File: config.mk
export PLATFORM = sky130hd
export DESIGN_NAME = working_set_fifo_manager_flat
export DESIGN_NICKNAME = d
export VERILOG_FILES = /design/src/wsfm_pkg.sv /design/src/wsfm_if.sv /design/src/working_set_fifo_manager.sv /design/src/wsfm_cell.sv /design/src/flat_wrapper.sv
export SDC_FILE = /design/constraint.sdc
export NUM_CORES = 2
export LEC_CHECK = 0
export BUFFER_PORTS_ARGS = -buffer_cell sky130_fd_sc_hd__buf_2
export CAP_MARGIN = 20
export CORE_MARGIN = 2
export CORE_UTILIZATION = 30
export CTS_CLUSTER_SIZE = 40
export DETAILED_ROUTE_END_ITERATION = 10
export GPL_TIMING_DRIVEN = 0
export MAX_ROUTING_LAYER = met4
export PLACE_DENSITY = 0.49
export SETUP_SLACK_MARGIN = 0.3
export SYNTH_ARGS = -nofsm -noshare
export SYNTH_HDL_FRONTEND = slang
export SYNTH_SLANG_ARGS = --single-unit
File: constraint.sdc
create_clock -name clk_i -period 290.3 [get_ports clk_i]
set_clock_uncertainty 0.2 [all_clocks]
set_input_delay 58.06 -clock clk_i [delete_from_list [all_inputs] [get_ports clk_i]]
set_output_delay 58.06 -clock clk_i [all_outputs]
set_load 0.01 [all_outputs]
File: src/wsfm_pkg.sv
// ----------------------------------------------------------------------------
// wsfm_pkg
// Shared codes and types of the working set FIFO manager.
// ----------------------------------------------------------------------------
package wsfm_pkg;

  localparam int unsigned DefEntries  = 64;
  localparam int unsigned DefAddrBits = 48;

  localparam logic [6:0]  ResetInitLimit = 7'd32;
  localparam logic [6:0]  ResetStep      = 7'd8;
  localparam logic [31:0] ResetMinAvail  = 32'd256;

  typedef enum logic [2:0] {
    OP_INSERT = 3'd0,
    OP_REMOVE = 3'd1,
    OP_PIN    = 3'd2,
    OP_UNPIN  = 3'd3,
    OP_TRIM   = 3'd4
  } op_e;

  typedef enum logic [2:0] {
    ST_OK       = 3'd0,
    ST_EVICTED  = 3'd1,
    ST_NOTFOUND = 3'd2,
    ST_DUP      = 3'd3,
    ST_QEMPTY   = 3'd4,
    ST_NOVICTIM = 3'd5
  } status_e;

  typedef enum logic [1:0] {
    CFG_INIT_LIMIT = 2'd0,
    CFG_STEP       = 2'd1,
    CFG_MIN_AVAIL  = 2'd2
  } cfg_idx_e;

  typedef enum logic [5:0] {
    FSM_IDLE    = 6'b000001,
    FSM_SCAN    = 6'b000010,
    FSM_DECIDE  = 6'b000100,
    FSM_MODIFY  = 6'b001000,
    FSM_TRIMCHK = 6'b010000,
    FSM_EMIT    = 6'b100000
  } fsm_e;

  // What the ring tap does to each entry during a modify pass.
  typedef struct packed {
    logic ev;       // evict the oldest queued entry, age the rest
    logic deq;      // close the gap left by a dequeued entry
    logic kill;     // drop the matching entry
    logic pin_set;  // pin the matching entry
    logic unpin;    // unpin the matching entry and put it at the tail
    logic place;    // store the new entry in the first free cell
  } mode_t;

endpackage

File: src/wsfm_if.sv
// ----------------------------------------------------------------------------
// wsfm interfaces
// Operation, result and register write channels with valid/ready.
// ----------------------------------------------------------------------------
interface wsfm_in_if #(
  parameter int unsigned AW = wsfm_pkg::DefAddrBits
);
  logic          valid;
  logic          ready;
  logic [2:0]    opcode;
  logic [AW-1:0] page_addr;
  logic          is_table_page;
  logic          pin_on_insert;
  logic [5:0]    trim_count;
  logic [31:0]   avail_pages;

  modport source (output valid, opcode, page_addr, is_table_page, pin_on_insert,
                  trim_count, avail_pages, input ready);
  modport sink   (input valid, opcode, page_addr, is_table_page, pin_on_insert,
                  trim_count, avail_pages, output ready);
endinterface

interface wsfm_out_if #(
  parameter int unsigned AW = wsfm_pkg::DefAddrBits
);
  logic          valid;
  logic          ready;
  logic [2:0]    status;
  logic [AW-1:0] evicted_addr;
  logic          evicted_is_table;
  logic [5:0]    trimmed_total;
  logic [6:0]    entry_count;
  logic [6:0]    pinned_count;
  logic [6:0]    size_limit;
  logic          last;

  modport source (output valid, status, evicted_addr, evicted_is_table, trimmed_total,
                  entry_count, pinned_count, size_limit, last, input ready);
  modport sink   (input valid, status, evicted_addr, evicted_is_table, trimmed_total,
                  entry_count, pinned_count, size_limit, last, output ready);
endinterface

interface wsfm_cfg_if;
  logic        valid;
  logic        ready;
  logic [1:0]  index;
  logic [31:0] data;

  modport source (output valid, index, data, input ready);
  modport sink   (input valid, index, data, output ready);
endinterface

File: src/working_set_fifo_manager.sv
// ----------------------------------------------------------------------------
// working_set_fifo_manager
// Bounded working set of page addresses with FIFO eviction of unpinned pages.
// ----------------------------------------------------------------------------
// Usage: operations arrive as words on in_i (insert, remove, pin, unpin, trim)
// and results leave as words on out_o; every operation but trim gives one
// word with last set; trim gives one word per evicted entry and a final
// queue-empty word if the queue runs out. Registers are written through
// cfg_i (always ready); the user must write them while the block is idle,
// which the block does not enforce. Entries live in a ring of ENTRIES cells
// that rotates one cell per cycle while scanning or modifying, past a single
// tap; each entry carries its queue rank, so the oldest queued entry is the
// one with rank zero. Insert, remove, pin and unpin scan the ring and then
// modify it; a duplicate or missing address is answered after the scan. Each
// trim eviction is one modify pass. One operation is worked on at a time;
// in_i is ready only when idle. Reset: all cells invalid, counts zero, limit
// from initial_limit. A stalled result holds in the output register and the
// ring waits until the word is taken.
// ----------------------------------------------------------------------------
module working_set_fifo_manager #(
  parameter int unsigned ENTRIES   = wsfm_pkg::DefEntries,
  parameter int unsigned ADDR_BITS = wsfm_pkg::DefAddrBits
) (
  input  logic clk_i,
  input  logic rst_ni,
  wsfm_in_if.sink    in_i,
  wsfm_out_if.source out_o,
  wsfm_cfg_if.sink   cfg_i
);

  localparam int unsigned RW = $clog2(ENTRIES);
  localparam int unsigned CW = $clog2(ENTRIES + 1);
  localparam int unsigned SW = ((CW > 7) ? CW : 7) + 1;
  localparam logic [RW-1:0] LastCnt = RW'(ENTRIES - 1);

  // ring
  logic          c_valid  [ENTRIES];
  logic          c_pinned [ENTRIES];
  logic          c_tbl    [ENTRIES];
  logic [RW-1:0] c_rank   [ENTRIES];
  logic [ADDR_BITS-1:0] c_addr [ENTRIES];

  logic          n_valid, n_pinned, n_tbl;
  logic [RW-1:0] n_rank;
  logic [ADDR_BITS-1:0] n_addr;
  logic          shift;

  wsfm_pkg::fsm_e st_q, st_d, ret_q, ret_d;
  logic [2:0]           op_q, op_d;
  logic [ADDR_BITS-1:0] addr_q, addr_d;
  logic                 tbl_q, tbl_d, pin_q, pin_d;
  logic [5:0]           tcnt_q, tcnt_d, tdone_q, tdone_d;
  logic [31:0]          avail_q, avail_d;
  logic [RW-1:0]        cnt_q, cnt_d, frank_q, frank_d, nrank_q, nrank_d;
  logic                 found_q, found_d, fpin_q, fpin_d, placed_q, placed_d;
  wsfm_pkg::mode_t      mode_q, mode_d;
  logic [ADDR_BITS-1:0] cap_addr_q, cap_addr_d;
  logic                 cap_tbl_q, cap_tbl_d;
  logic [CW-1:0]        held_q, held_d, pinned_q, pinned_d, qlen_q, qlen_d;
  logic [CW-1:0]        limit_q, limit_d;
  logic [6:0]           step_q;
  logic [31:0]          thr_q;

  logic [2:0]           res_status_q, res_status_d;
  logic [ADDR_BITS-1:0] res_addr_q, res_addr_d;
  logic                 res_tbl_q, res_tbl_d, res_last_q, res_last_d;
  logic [5:0]           res_trim_q, res_trim_d;

  logic                 out_valid_q;
  logic [2:0]           out_status_q;
  logic [ADDR_BITS-1:0] out_addr_q;
  logic                 out_tbl_q, out_last_q;
  logic [5:0]           out_trim_q;
  logic [6:0]           out_held_q, out_pinned_q, out_limit_q;

  logic          t_queued, t_match, load_out;
  logic [SW-1:0] grow_sum, cfg_lim;
  logic [CW-1:0] lim_new, h_tmp, q_tmp;
  logic          need_ev;
  logic [5:0]    tnext;

  assign shift = (st_q == wsfm_pkg::FSM_SCAN) || (st_q == wsfm_pkg::FSM_MODIFY);

  for (genvar k = 0; k < ENTRIES; k++) begin : g_ring
    if (k == 0) begin : g_head
      wsfm_cell #(.AW(ADDR_BITS), .RW(RW)) u_cell (
        .clk_i, .rst_ni, .shift_i(shift),
        .valid_i(n_valid), .pinned_i(n_pinned), .tbl_i(n_tbl),
        .rank_i(n_rank), .addr_i(n_addr),
        .valid_o(c_valid[k]), .pinned_o(c_pinned[k]), .tbl_o(c_tbl[k]),
        .rank_o(c_rank[k]), .addr_o(c_addr[k])
      );
    end else begin : g_body
      wsfm_cell #(.AW(ADDR_BITS), .RW(RW)) u_cell (
        .clk_i, .rst_ni, .shift_i(shift),
        .valid_i(c_valid[k-1]), .pinned_i(c_pinned[k-1]), .tbl_i(c_tbl[k-1]),
        .rank_i(c_rank[k-1]), .addr_i(c_addr[k-1]),
        .valid_o(c_valid[k]), .pinned_o(c_pinned[k]), .tbl_o(c_tbl[k]),
        .rank_o(c_rank[k]), .addr_o(c_addr[k])
      );
    end
  end

  // tap: entry leaving the last cell, rewritten on its way into the first
  assign t_queued = c_valid[ENTRIES-1] && !c_pinned[ENTRIES-1];
  assign t_match  = c_valid[ENTRIES-1] && (c_addr[ENTRIES-1] == addr_q);

  always_comb begin
    n_valid    = c_valid[ENTRIES-1];
    n_pinned   = c_pinned[ENTRIES-1];
    n_tbl      = c_tbl[ENTRIES-1];
    n_rank     = c_rank[ENTRIES-1];
    n_addr     = c_addr[ENTRIES-1];
    placed_d   = placed_q;
    cap_addr_d = cap_addr_q;
    cap_tbl_d  = cap_tbl_q;
    if (st_q == wsfm_pkg::FSM_MODIFY) begin
      if (mode_q.ev && t_queued) begin
        if (n_rank == '0) begin
          cap_addr_d = n_addr;
          cap_tbl_d  = n_tbl;
          n_valid    = 1'b0;
        end else begin
          n_rank = n_rank - 1'b1;
        end
      end
      if (mode_q.deq && t_queued && (n_rank > frank_q)) n_rank = n_rank - 1'b1;
      if (t_match && mode_q.kill) begin
        n_valid  = 1'b0;
        n_pinned = 1'b0;
      end
      if (t_match && mode_q.pin_set) n_pinned = 1'b1;
      if (t_match && mode_q.unpin) begin
        n_pinned = 1'b0;
        n_rank   = nrank_q;
      end
      if (mode_q.place && !placed_q && !n_valid) begin
        n_valid  = 1'b1;
        n_pinned = pin_q;
        n_tbl    = tbl_q;
        n_rank   = nrank_q;
        n_addr   = addr_q;
        placed_d = 1'b1;
      end
    end
  end

  assign grow_sum = SW'(limit_q) + SW'(step_q);
  assign cfg_lim  = SW'(cfg_i.data[6:0]);
  assign load_out = (st_q == wsfm_pkg::FSM_EMIT) && (!out_valid_q || out_o.ready);
  assign tnext    = tdone_q + 6'd1;

  always_comb begin
    st_d = st_q; ret_d = ret_q; op_d = op_q; addr_d = addr_q; tbl_d = tbl_q;
    pin_d = pin_q; tcnt_d = tcnt_q; tdone_d = tdone_q; avail_d = avail_q;
    cnt_d = cnt_q; frank_d = frank_q; nrank_d = nrank_q; found_d = found_q;
    fpin_d = fpin_q; mode_d = mode_q;
    held_d = held_q; pinned_d = pinned_q; qlen_d = qlen_q; limit_d = limit_q;
    res_status_d = res_status_q; res_addr_d = res_addr_q; res_tbl_d = res_tbl_q;
    res_trim_d = res_trim_q; res_last_d = res_last_q;
    lim_new = limit_q; need_ev = 1'b0; h_tmp = held_q; q_tmp = qlen_q;

    unique case (st_q)
      wsfm_pkg::FSM_IDLE: begin
        if (in_i.valid) begin
          op_d    = in_i.opcode;
          addr_d  = in_i.page_addr;
          tbl_d   = in_i.is_table_page;
          pin_d   = in_i.pin_on_insert;
          tcnt_d  = in_i.trim_count;
          avail_d = in_i.avail_pages;
          cnt_d   = '0;
          found_d = 1'b0;
          tdone_d = '0;
          res_status_d = wsfm_pkg::ST_OK;
          res_addr_d = '0; res_tbl_d = 1'b0; res_trim_d = '0; res_last_d = 1'b1;
          ret_d = wsfm_pkg::FSM_IDLE;
          if (in_i.opcode <= wsfm_pkg::OP_UNPIN) st_d = wsfm_pkg::FSM_SCAN;
          else if (in_i.opcode == wsfm_pkg::OP_TRIM && in_i.trim_count != '0)
            st_d = wsfm_pkg::FSM_TRIMCHK;
          else st_d = wsfm_pkg::FSM_EMIT;
        end
      end
      wsfm_pkg::FSM_SCAN: begin
        if (t_match) begin
          found_d = 1'b1;
          frank_d = c_rank[ENTRIES-1];
          fpin_d  = c_pinned[ENTRIES-1];
        end
        cnt_d = cnt_q + 1'b1;
        if (cnt_q == LastCnt) st_d = wsfm_pkg::FSM_DECIDE;
      end
      wsfm_pkg::FSM_DECIDE: begin
        mode_d = '0;
        cnt_d  = '0;
        st_d   = wsfm_pkg::FSM_EMIT;
        if (op_q == wsfm_pkg::OP_INSERT) begin
          if (found_q) res_status_d = wsfm_pkg::ST_DUP;
          else begin
            if (held_q >= limit_q && avail_q > thr_q)
              lim_new = (grow_sum > SW'(ENTRIES)) ? CW'(ENTRIES) : CW'(grow_sum);
            limit_d = lim_new;
            need_ev = held_q >= lim_new;
            if (need_ev && qlen_q == '0) res_status_d = wsfm_pkg::ST_NOVICTIM;
            else begin
              if (need_ev) begin
                mode_d.ev = 1'b1;
                q_tmp = q_tmp - 1'b1;
                h_tmp = h_tmp - 1'b1;
              end
              h_tmp = h_tmp + 1'b1;
              if (pin_q) pinned_d = pinned_q + 1'b1;
              else begin
                nrank_d = RW'(q_tmp);
                q_tmp   = q_tmp + 1'b1;
              end
              held_d = h_tmp;
              qlen_d = q_tmp;
              mode_d.place = 1'b1;
              st_d = wsfm_pkg::FSM_MODIFY;
            end
          end
        end else if (!found_q) begin
          res_status_d = wsfm_pkg::ST_NOTFOUND;
        end else begin
          st_d = wsfm_pkg::FSM_MODIFY;
          if (op_q == wsfm_pkg::OP_REMOVE) begin
            mode_d.kill = 1'b1;
            if (fpin_q) pinned_d = pinned_q - 1'b1;
            else begin
              mode_d.deq = 1'b1;
              qlen_d = qlen_q - 1'b1;
            end
            held_d = held_q - 1'b1;
          end else if (op_q == wsfm_pkg::OP_PIN) begin
            if (!fpin_q) begin
              mode_d.deq = 1'b1;
              mode_d.pin_set = 1'b1;
              qlen_d = qlen_q - 1'b1;
              pinned_d = pinned_q + 1'b1;
            end
          end else if (fpin_q) begin
            mode_d.unpin = 1'b1;
            nrank_d = RW'(qlen_q);
            qlen_d = qlen_q + 1'b1;
            pinned_d = pinned_q - 1'b1;
          end
        end
      end
      wsfm_pkg::FSM_MODIFY: begin
        cnt_d = cnt_q + 1'b1;
        if (cnt_q == LastCnt) begin
          st_d = wsfm_pkg::FSM_EMIT;
          res_status_d = wsfm_pkg::ST_OK;
          res_addr_d = '0; res_tbl_d = 1'b0; res_trim_d = '0; res_last_d = 1'b1;
          ret_d = wsfm_pkg::FSM_IDLE;
          if (mode_q.ev) begin
            res_status_d = wsfm_pkg::ST_EVICTED;
            res_addr_d = cap_addr_d;
            res_tbl_d  = cap_tbl_d;
          end
          if (op_q == wsfm_pkg::OP_TRIM) begin
            res_trim_d = tnext;
            tdone_d    = tnext;
            res_last_d = (tnext == tcnt_q);
            if (tnext != tcnt_q) ret_d = wsfm_pkg::FSM_TRIMCHK;
          end
        end
      end
      wsfm_pkg::FSM_TRIMCHK: begin
        if (qlen_q == '0) begin
          res_status_d = wsfm_pkg::ST_QEMPTY;
          res_addr_d = '0; res_tbl_d = 1'b0; res_trim_d = tdone_q; res_last_d = 1'b1;
          ret_d = wsfm_pkg::FSM_IDLE;
          st_d  = wsfm_pkg::FSM_EMIT;
        end else begin
          qlen_d = qlen_q - 1'b1;
          held_d = held_q - 1'b1;
          mode_d = '0;
          mode_d.ev = 1'b1;
          cnt_d = '0;
          st_d  = wsfm_pkg::FSM_MODIFY;
        end
      end
      wsfm_pkg::FSM_EMIT: begin
        if (load_out) st_d = ret_q;
      end
      default: st_d = wsfm_pkg::FSM_IDLE;
    endcase

    // a write of initial_limit reloads the live limit
    if (cfg_i.valid && cfg_i.index == wsfm_pkg::CFG_INIT_LIMIT)
      limit_d = (cfg_lim > SW'(ENTRIES)) ? CW'(ENTRIES) : CW'(cfg_i.data[6:0]);
  end

  always_ff @(posedge clk_i or negedge rst_ni) begin
    if (!rst_ni) begin
      st_q        <= wsfm_pkg::FSM_IDLE;
      ret_q       <= wsfm_pkg::FSM_IDLE;
      mode_q      <= '0;
      placed_q    <= 1'b0;
      held_q      <= '0;
      pinned_q    <= '0;
      qlen_q      <= '0;
      limit_q     <= (SW'(wsfm_pkg::ResetInitLimit) > SW'(ENTRIES)) ? CW'(ENTRIES)
                     : CW'(wsfm_pkg::ResetInitLimit);
      step_q      <= wsfm_pkg::ResetStep;
      thr_q       <= wsfm_pkg::ResetMinAvail;
      out_valid_q <= 1'b0;
    end else begin
      st_q     <= st_d;
      ret_q    <= ret_d;
      mode_q   <= mode_d;
      placed_q <= (st_q == wsfm_pkg::FSM_MODIFY) ? placed_d : 1'b0;
      held_q   <= held_d;
      pinned_q <= pinned_d;
      qlen_q   <= qlen_d;
      limit_q  <= limit_d;
      if (cfg_i.valid) begin
        unique case (cfg_i.index)
          wsfm_pkg::CFG_INIT_LIMIT: ;
          wsfm_pkg::CFG_STEP:      step_q <= cfg_i.data[6:0];
          wsfm_pkg::CFG_MIN_AVAIL: thr_q  <= cfg_i.data;
          default: ;
        endcase
      end
      if (load_out) out_valid_q <= 1'b1;
      else if (out_o.ready) out_valid_q <= 1'b0;
    end
  end

  always_ff @(posedge clk_i) begin
    op_q <= op_d; addr_q <= addr_d; tbl_q <= tbl_d; pin_q <= pin_d;
    tcnt_q <= tcnt_d; tdone_q <= tdone_d; avail_q <= avail_d; cnt_q <= cnt_d;
    frank_q <= frank_d; nrank_q <= nrank_d; found_q <= found_d; fpin_q <= fpin_d;
    cap_addr_q <= cap_addr_d; cap_tbl_q <= cap_tbl_d;
    res_status_q <= res_status_d; res_addr_q <= res_addr_d; res_tbl_q <= res_tbl_d;
    res_trim_q <= res_trim_d; res_last_q <= res_last_d;
    if (load_out) begin
      out_status_q <= res_status_q;
      out_addr_q   <= res_addr_q;
      out_tbl_q    <= res_tbl_q;
      out_trim_q   <= res_trim_q;
      out_last_q   <= res_last_q;
      out_held_q   <= 7'(held_q);
      out_pinned_q <= 7'(pinned_q);
      out_limit_q  <= 7'(limit_q);
    end
  end

  assign in_i.ready  = (st_q == wsfm_pkg::FSM_IDLE);
  assign cfg_i.ready = 1'b1;

  assign out_o.valid            = out_valid_q;
  assign out_o.status           = out_status_q;
  assign out_o.evicted_addr     = out_addr_q;
  assign out_o.evicted_is_table = out_tbl_q;
  assign out_o.trimmed_total    = out_trim_q;
  assign out_o.entry_count      = out_held_q;
  assign out_o.pinned_count     = out_pinned_q;
  assign out_o.size_limit       = out_limit_q;
  assign out_o.last             = out_last_q;

endmodule

File: src/wsfm_cell.sv
// ----------------------------------------------------------------------------
// wsfm_cell
// One slot of the entry ring; takes its neighbor's entry on every shift.
// ----------------------------------------------------------------------------
module wsfm_cell #(
  parameter int unsigned AW = wsfm_pkg::DefAddrBits,
  parameter int unsigned RW = 6
) (
  input  logic          clk_i,
  input  logic          rst_ni,
  input  logic          shift_i,
  input  logic          valid_i,
  input  logic          pinned_i,
  input  logic          tbl_i,
  input  logic [RW-1:0] rank_i,
  input  logic [AW-1:0] addr_i,
  output logic          valid_o,
  output logic          pinned_o,
  output logic          tbl_o,
  output logic [RW-1:0] rank_o,
  output logic [AW-1:0] addr_o
);

  logic          valid_q, pinned_q, tbl_q;
  logic [RW-1:0] rank_q;
  logic [AW-1:0] addr_q;

  always_ff @(posedge clk_i or negedge rst_ni) begin
    if (!rst_ni) begin
      valid_q  <= 1'b0;
      pinned_q <= 1'b0;
    end else if (shift_i) begin
      valid_q  <= valid_i;
      pinned_q <= pinned_i;
    end
  end

  always_ff @(posedge clk_i) begin
    if (shift_i) begin
      tbl_q  <= tbl_i;
      rank_q <= rank_i;
      addr_q <= addr_i;
    end
  end

  assign valid_o  = valid_q;
  assign pinned_o = pinned_q;
  assign tbl_o    = tbl_q;
  assign rank_o   = rank_q;
  assign addr_o   = addr_q;

endmodule

File: src/flat_wrapper.sv
// flat-port wrapper written by rule: the top's interface ports become plain ports
module working_set_fifo_manager_flat 
#(
  parameter int unsigned ENTRIES   = wsfm_pkg::DefEntries,
  parameter int unsigned ADDR_BITS = wsfm_pkg::DefAddrBits
)
  (clk_i, rst_ni, in_i_valid, in_i_opcode, in_i_page_addr, in_i_is_table_page, in_i_pin_on_insert, in_i_trim_count, in_i_avail_pages, in_i_ready, out_o_valid, out_o_status, out_o_evicted_addr, out_o_evicted_is_table, out_o_trimmed_total, out_o_entry_count, out_o_pinned_count, out_o_size_limit, out_o_last, out_o_ready, cfg_i_valid, cfg_i_index, cfg_i_data, cfg_i_ready);
  wsfm_in_if in_i_i ();
  wsfm_out_if out_o_i ();
  wsfm_cfg_if cfg_i_i ();
  input  logic clk_i;
  input  logic rst_ni;
  input wire logic [$bits(in_i_i.valid)-1:0] in_i_valid;
  input wire logic [$bits(in_i_i.opcode)-1:0] in_i_opcode;
  input wire logic [$bits(in_i_i.page_addr)-1:0] in_i_page_addr;
  input wire logic [$bits(in_i_i.is_table_page)-1:0] in_i_is_table_page;
  input wire logic [$bits(in_i_i.pin_on_insert)-1:0] in_i_pin_on_insert;
  input wire logic [$bits(in_i_i.trim_count)-1:0] in_i_trim_count;
  input wire logic [$bits(in_i_i.avail_pages)-1:0] in_i_avail_pages;
  output wire logic [$bits(in_i_i.ready)-1:0] in_i_ready;
  output wire logic [$bits(out_o_i.valid)-1:0] out_o_valid;
  output wire logic [$bits(out_o_i.status)-1:0] out_o_status;
  output wire logic [$bits(out_o_i.evicted_addr)-1:0] out_o_evicted_addr;
  output wire logic [$bits(out_o_i.evicted_is_table)-1:0] out_o_evicted_is_table;
  output wire logic [$bits(out_o_i.trimmed_total)-1:0] out_o_trimmed_total;
  output wire logic [$bits(out_o_i.entry_count)-1:0] out_o_entry_count;
  output wire logic [$bits(out_o_i.pinned_count)-1:0] out_o_pinned_count;
  output wire logic [$bits(out_o_i.size_limit)-1:0] out_o_size_limit;
  output wire logic [$bits(out_o_i.last)-1:0] out_o_last;
  input wire logic [$bits(out_o_i.ready)-1:0] out_o_ready;
  input wire logic [$bits(cfg_i_i.valid)-1:0] cfg_i_valid;
  input wire logic [$bits(cfg_i_i.index)-1:0] cfg_i_index;
  input wire logic [$bits(cfg_i_i.data)-1:0] cfg_i_data;
  output wire logic [$bits(cfg_i_i.ready)-1:0] cfg_i_ready;
  assign in_i_i.valid = in_i_valid;
  assign in_i_i.opcode = in_i_opcode;
  assign in_i_i.page_addr = in_i_page_addr;
  assign in_i_i.is_table_page = in_i_is_table_page;
  assign in_i_i.pin_on_insert = in_i_pin_on_insert;
  assign in_i_i.trim_count = in_i_trim_count;
  assign in_i_i.avail_pages = in_i_avail_pages;
  assign in_i_ready = in_i_i.ready;
  assign out_o_valid = out_o_i.valid;
  assign out_o_status = out_o_i.status;
  assign out_o_evicted_addr = out_o_i.evicted_addr;
  assign out_o_evicted_is_table = out_o_i.evicted_is_table;
  assign out_o_trimmed_total = out_o_i.trimmed_total;
  assign out_o_entry_count = out_o_i.entry_count;
  assign out_o_pinned_count = out_o_i.pinned_count;
  assign out_o_size_limit = out_o_i.size_limit;
  assign out_o_last = out_o_i.last;
  assign out_o_i.ready = out_o_ready;
  assign cfg_i_i.valid = cfg_i_valid;
  assign cfg_i_i.index = cfg_i_index;
  assign cfg_i_i.data = cfg_i_data;
  assign cfg_i_ready = cfg_i_i.ready;
  working_set_fifo_manager #(.ENTRIES(ENTRIES), .ADDR_BITS(ADDR_BITS)) u_core (.clk_i(clk_i), .rst_ni(rst_ni), .in_i(in_i_i), .out_o(out_o_i), .cfg_i(cfg_i_i));
endmodule
==> flow_summary.ini <==
[status]
outcome = complete, no violations

[finish]
final_cell_mix = 3776 x edfxtp_1, 462 x nand2_1, 414 x clkbuf_16
syn_to_final_growth_pct = 17.8
fin_util = 0.355
fillers = 39000
fin_nets = 6420
drive_gt1_frac = 0.158
layout_commonest_cell = edfxtp_1
fin_area_mm2 = 0.152

[synth]
synth_cell_types = 81
ys_warn_count = 0
synth_top_area_cell = edfxtp_1
syn_avg_cell_area_um2 = 23.3
syn_inst = 5523
yosysSeqAreaShare = 0.929
synth_seq_cells = 4036
syn_area_mm2 = 0.129
synth_nets = 5726
synthArstFlopShare = 0.0523
yosysTopAreaCellShare = 0.880
synth_area_leaders = edfxtp_1 88%, dfrtp_1 4.0%, nand2_1 1.3%
synth_edf_count = 3776
synth_flop_cell = edfxtp_1

[routing]
vias = 50500
finalWirelength_um = 211000
antenna_left = 0
initialDrtViolationCount = 4307
drc_errors = 0
vias_per_cell = 4.12
firstDrtPassIters = 5
detail_route.wl_per_cell_um = 17.2

[global_route]
antenna_found_initial = 41
grtUsageTotal = 0.0963
grt_max_degree = 119
grt_pass1_vias = 50500
grt_first_pass_wirelength_um = 316000
overflow = 0

[setup_path]
reg2reg_to = u_core.g_ring[14].g_body.u_cell.addr_o[8]
cp-end-kind = output port
crit_fanout = 9
r2r_cells = 19
start_kind = flop
cp.required_ns = 232.04
path_class = reg2out
rrSetupSlack_ns = 282.21
r2r-start = u_core.st_q[4]
arrival_ns = 2.56

[floorplanning]
die_h_um = 659
io_pins = 213
initial_core_util = 0.302
num_rows = 240
die_w_um = 659
dieArea_mm2 = 0.435
design.core.area_mm2 = 0.427

[sta]
slew-limit-headroom = 0.275
whs_ns = 0.163
rsz0062_at_grt = false
totalNegativeSetupSlack_ns = 0
setup_viol_count_final = 0
max_freq_ghz = 0.0164
timing.final.hold_violations = 0
final_max_slew_viol_count = 0
finalCritPeriodShare = 0.210
layout_min_cycle_time_ns = 60.82
tightest_slew_ns = 1.08

[cts]
htreeDepth = 5
postCtsSetupBuffers = 0
clk_latency_ns = 0.95
cts-root-buf = clkbuf_16
cts_buffer_depth = 4
cts_made_buffers = 411
clk_pin_slew_ns = 0.06
cts.sinks = 4036
cts_tree = done
cts_hold_buf = 0
cts_resized = 0

[placed_design]
finalWeightedCongestion = 0.777
io_buffers = 211
placedInstanceArea_mm2 = 0.139
hpwl_um = 122000

[job]
maxCapViolCount = 0

[hold_path]
hold_class = reg2reg
holdPathStages = 0
hold_end = u_core.g_ring[16].g_body.u_cell.addr_o[25]
hp-start = u_core.g_ring[15].g_body.u_cell.addr_o[25]

[power]
ir_worst_vdd_mv = 0.00550
p_per_area_mw_per_mm2 = 9.76
total_power_mw = 1.48
power.leakage_nw = 49.7
layer usage:
metal	part of all wire	track usage	wire (µm)
met1	0.47	0.130	98600
met2	0.45	0.141	94000
met3	0.038	0.0174	8010
met4	0.050	0.0465	10600
met5	0	-	0
critical path, stage by stage, from the launching register on:
cell and delay (ns):
dfrtp_1 0.36, buf_2 0.17, nor4_1 0.39, nand2b_1 0.26, inv_1 0.23, buf_2 0.22
metrics by stage:
| stage | cells | setup slack (ns) |
|---|---|---|
| detailed placement | 11500 | 229.98 |
| floorplan | 5523 | 188.26 |
| CTS | 12200 | 229.33 |
| global placement | 11400 | 156.64 |
| finish | 12300 | 229.48 |
| global route | 12300 | 229.31 |
worst max-delay path by stage:
stage | endpoint | depth (start not counted) | startpoint
floorplan | u_core.g_ring[0].g_head.u_cell.addr_o[0] | 5 | u_core.st_q[1]
detailed placement | u_core.res_addr_q[1] | 7 | in_i_valid
CTS | in_i_ready | 5 | u_core.st_q[3]
global placement | u_core.g_ring[55].g_body.u_cell.addr_o[3] | 6 | u_core.st_q[4]
finish | in_i_ready | 5 | u_core.st_q[3]
global route | in_i_ready | 5 | u_core.st_q[4]
area by class of cell:
| class | count | area (µm²) | area share |
|---|---|---|---|
| Multi-Input combinational cell | 1333 | 8590 | 0.0566 |
| Antenna cell | 17 | 42.5 | 0.000280 |
| Buffer | 82 | 360 | 0.00237 |
| Inverter | 72 | 270 | 0.00178 |
| Tap cell | 5687 | 7120 | 0.0469 |
| Sequential cell | 4036 | 120000 | 0.788 |
| Clock buffer | 527 | 10900 | 0.0716 |
| Timing Repair Buffer | 281 | 2780 | 0.0183 |
| Clock inverter | 224 | 2140 | 0.0141 |
cells in the mapped netlist, types with 6 or more instances:
library cell / n
buf_2: 6
clkbuf_1: 65
and3_1: 8
nor3_1: 33
o211ai_1: 10
nand4b_1: 6
nand2b_1: 13
xnor2_1: 49
o21ai_0: 62
edfxtp_1: 3776
nand2_1: 462
dfxtp_1: 49
inv_1: 71
or3_1: 7
dfrtp_1: 206
nand4_1: 19
nor4_1: 22
a31oi_1: 15
or4_1: 7
ha_1: 72
nor2_1: 77
nand3b_1: 9
nand3_1: 27
mux2i_1: 16
a21oi_1: 44
xor2_1: 49
mux2_2: 137
a211oi_1: 16
a21o_1: 12
nor2b_1: 62
logic make-up after synthesis:
family                   after synthesis  share of synthesized area
adder cells (fa/ha/maj)               73                    0.00715
other                                  1                  0.0000291
AO/OA/AOI/OAI                        222                     0.0113
flip-flops                          4036                      0.929
AND/OR/NAND/NOR                      783                     0.0278
buffers and inverters                154                    0.00487
XOR/XNOR                              98                    0.00666
multiplexers                         156                     0.0135
state kept, by name, summed over array words and instances, names as in the netlist, 63 cells and up:
signal	count
u_core.g_ring.g_body.u_cell.tbl_o	63
u_core.g_ring.g_body.u_cell.rank_o	378
u_core.g_ring.g_body.u_cell.valid_o	63
u_core.g_ring.g_body.u_cell.pinned_o	63
u_core.g_ring.g_body.u_cell.addr_o	3024
report_power, final:
group / internal (mW) / switching (mW)
Sequential: 0.801 / 0.0367
Combinational: 0.0351 / 0.104
Clock: 0.288 / 0.218
Note: power is estimated with default switching activity, not from simulation.
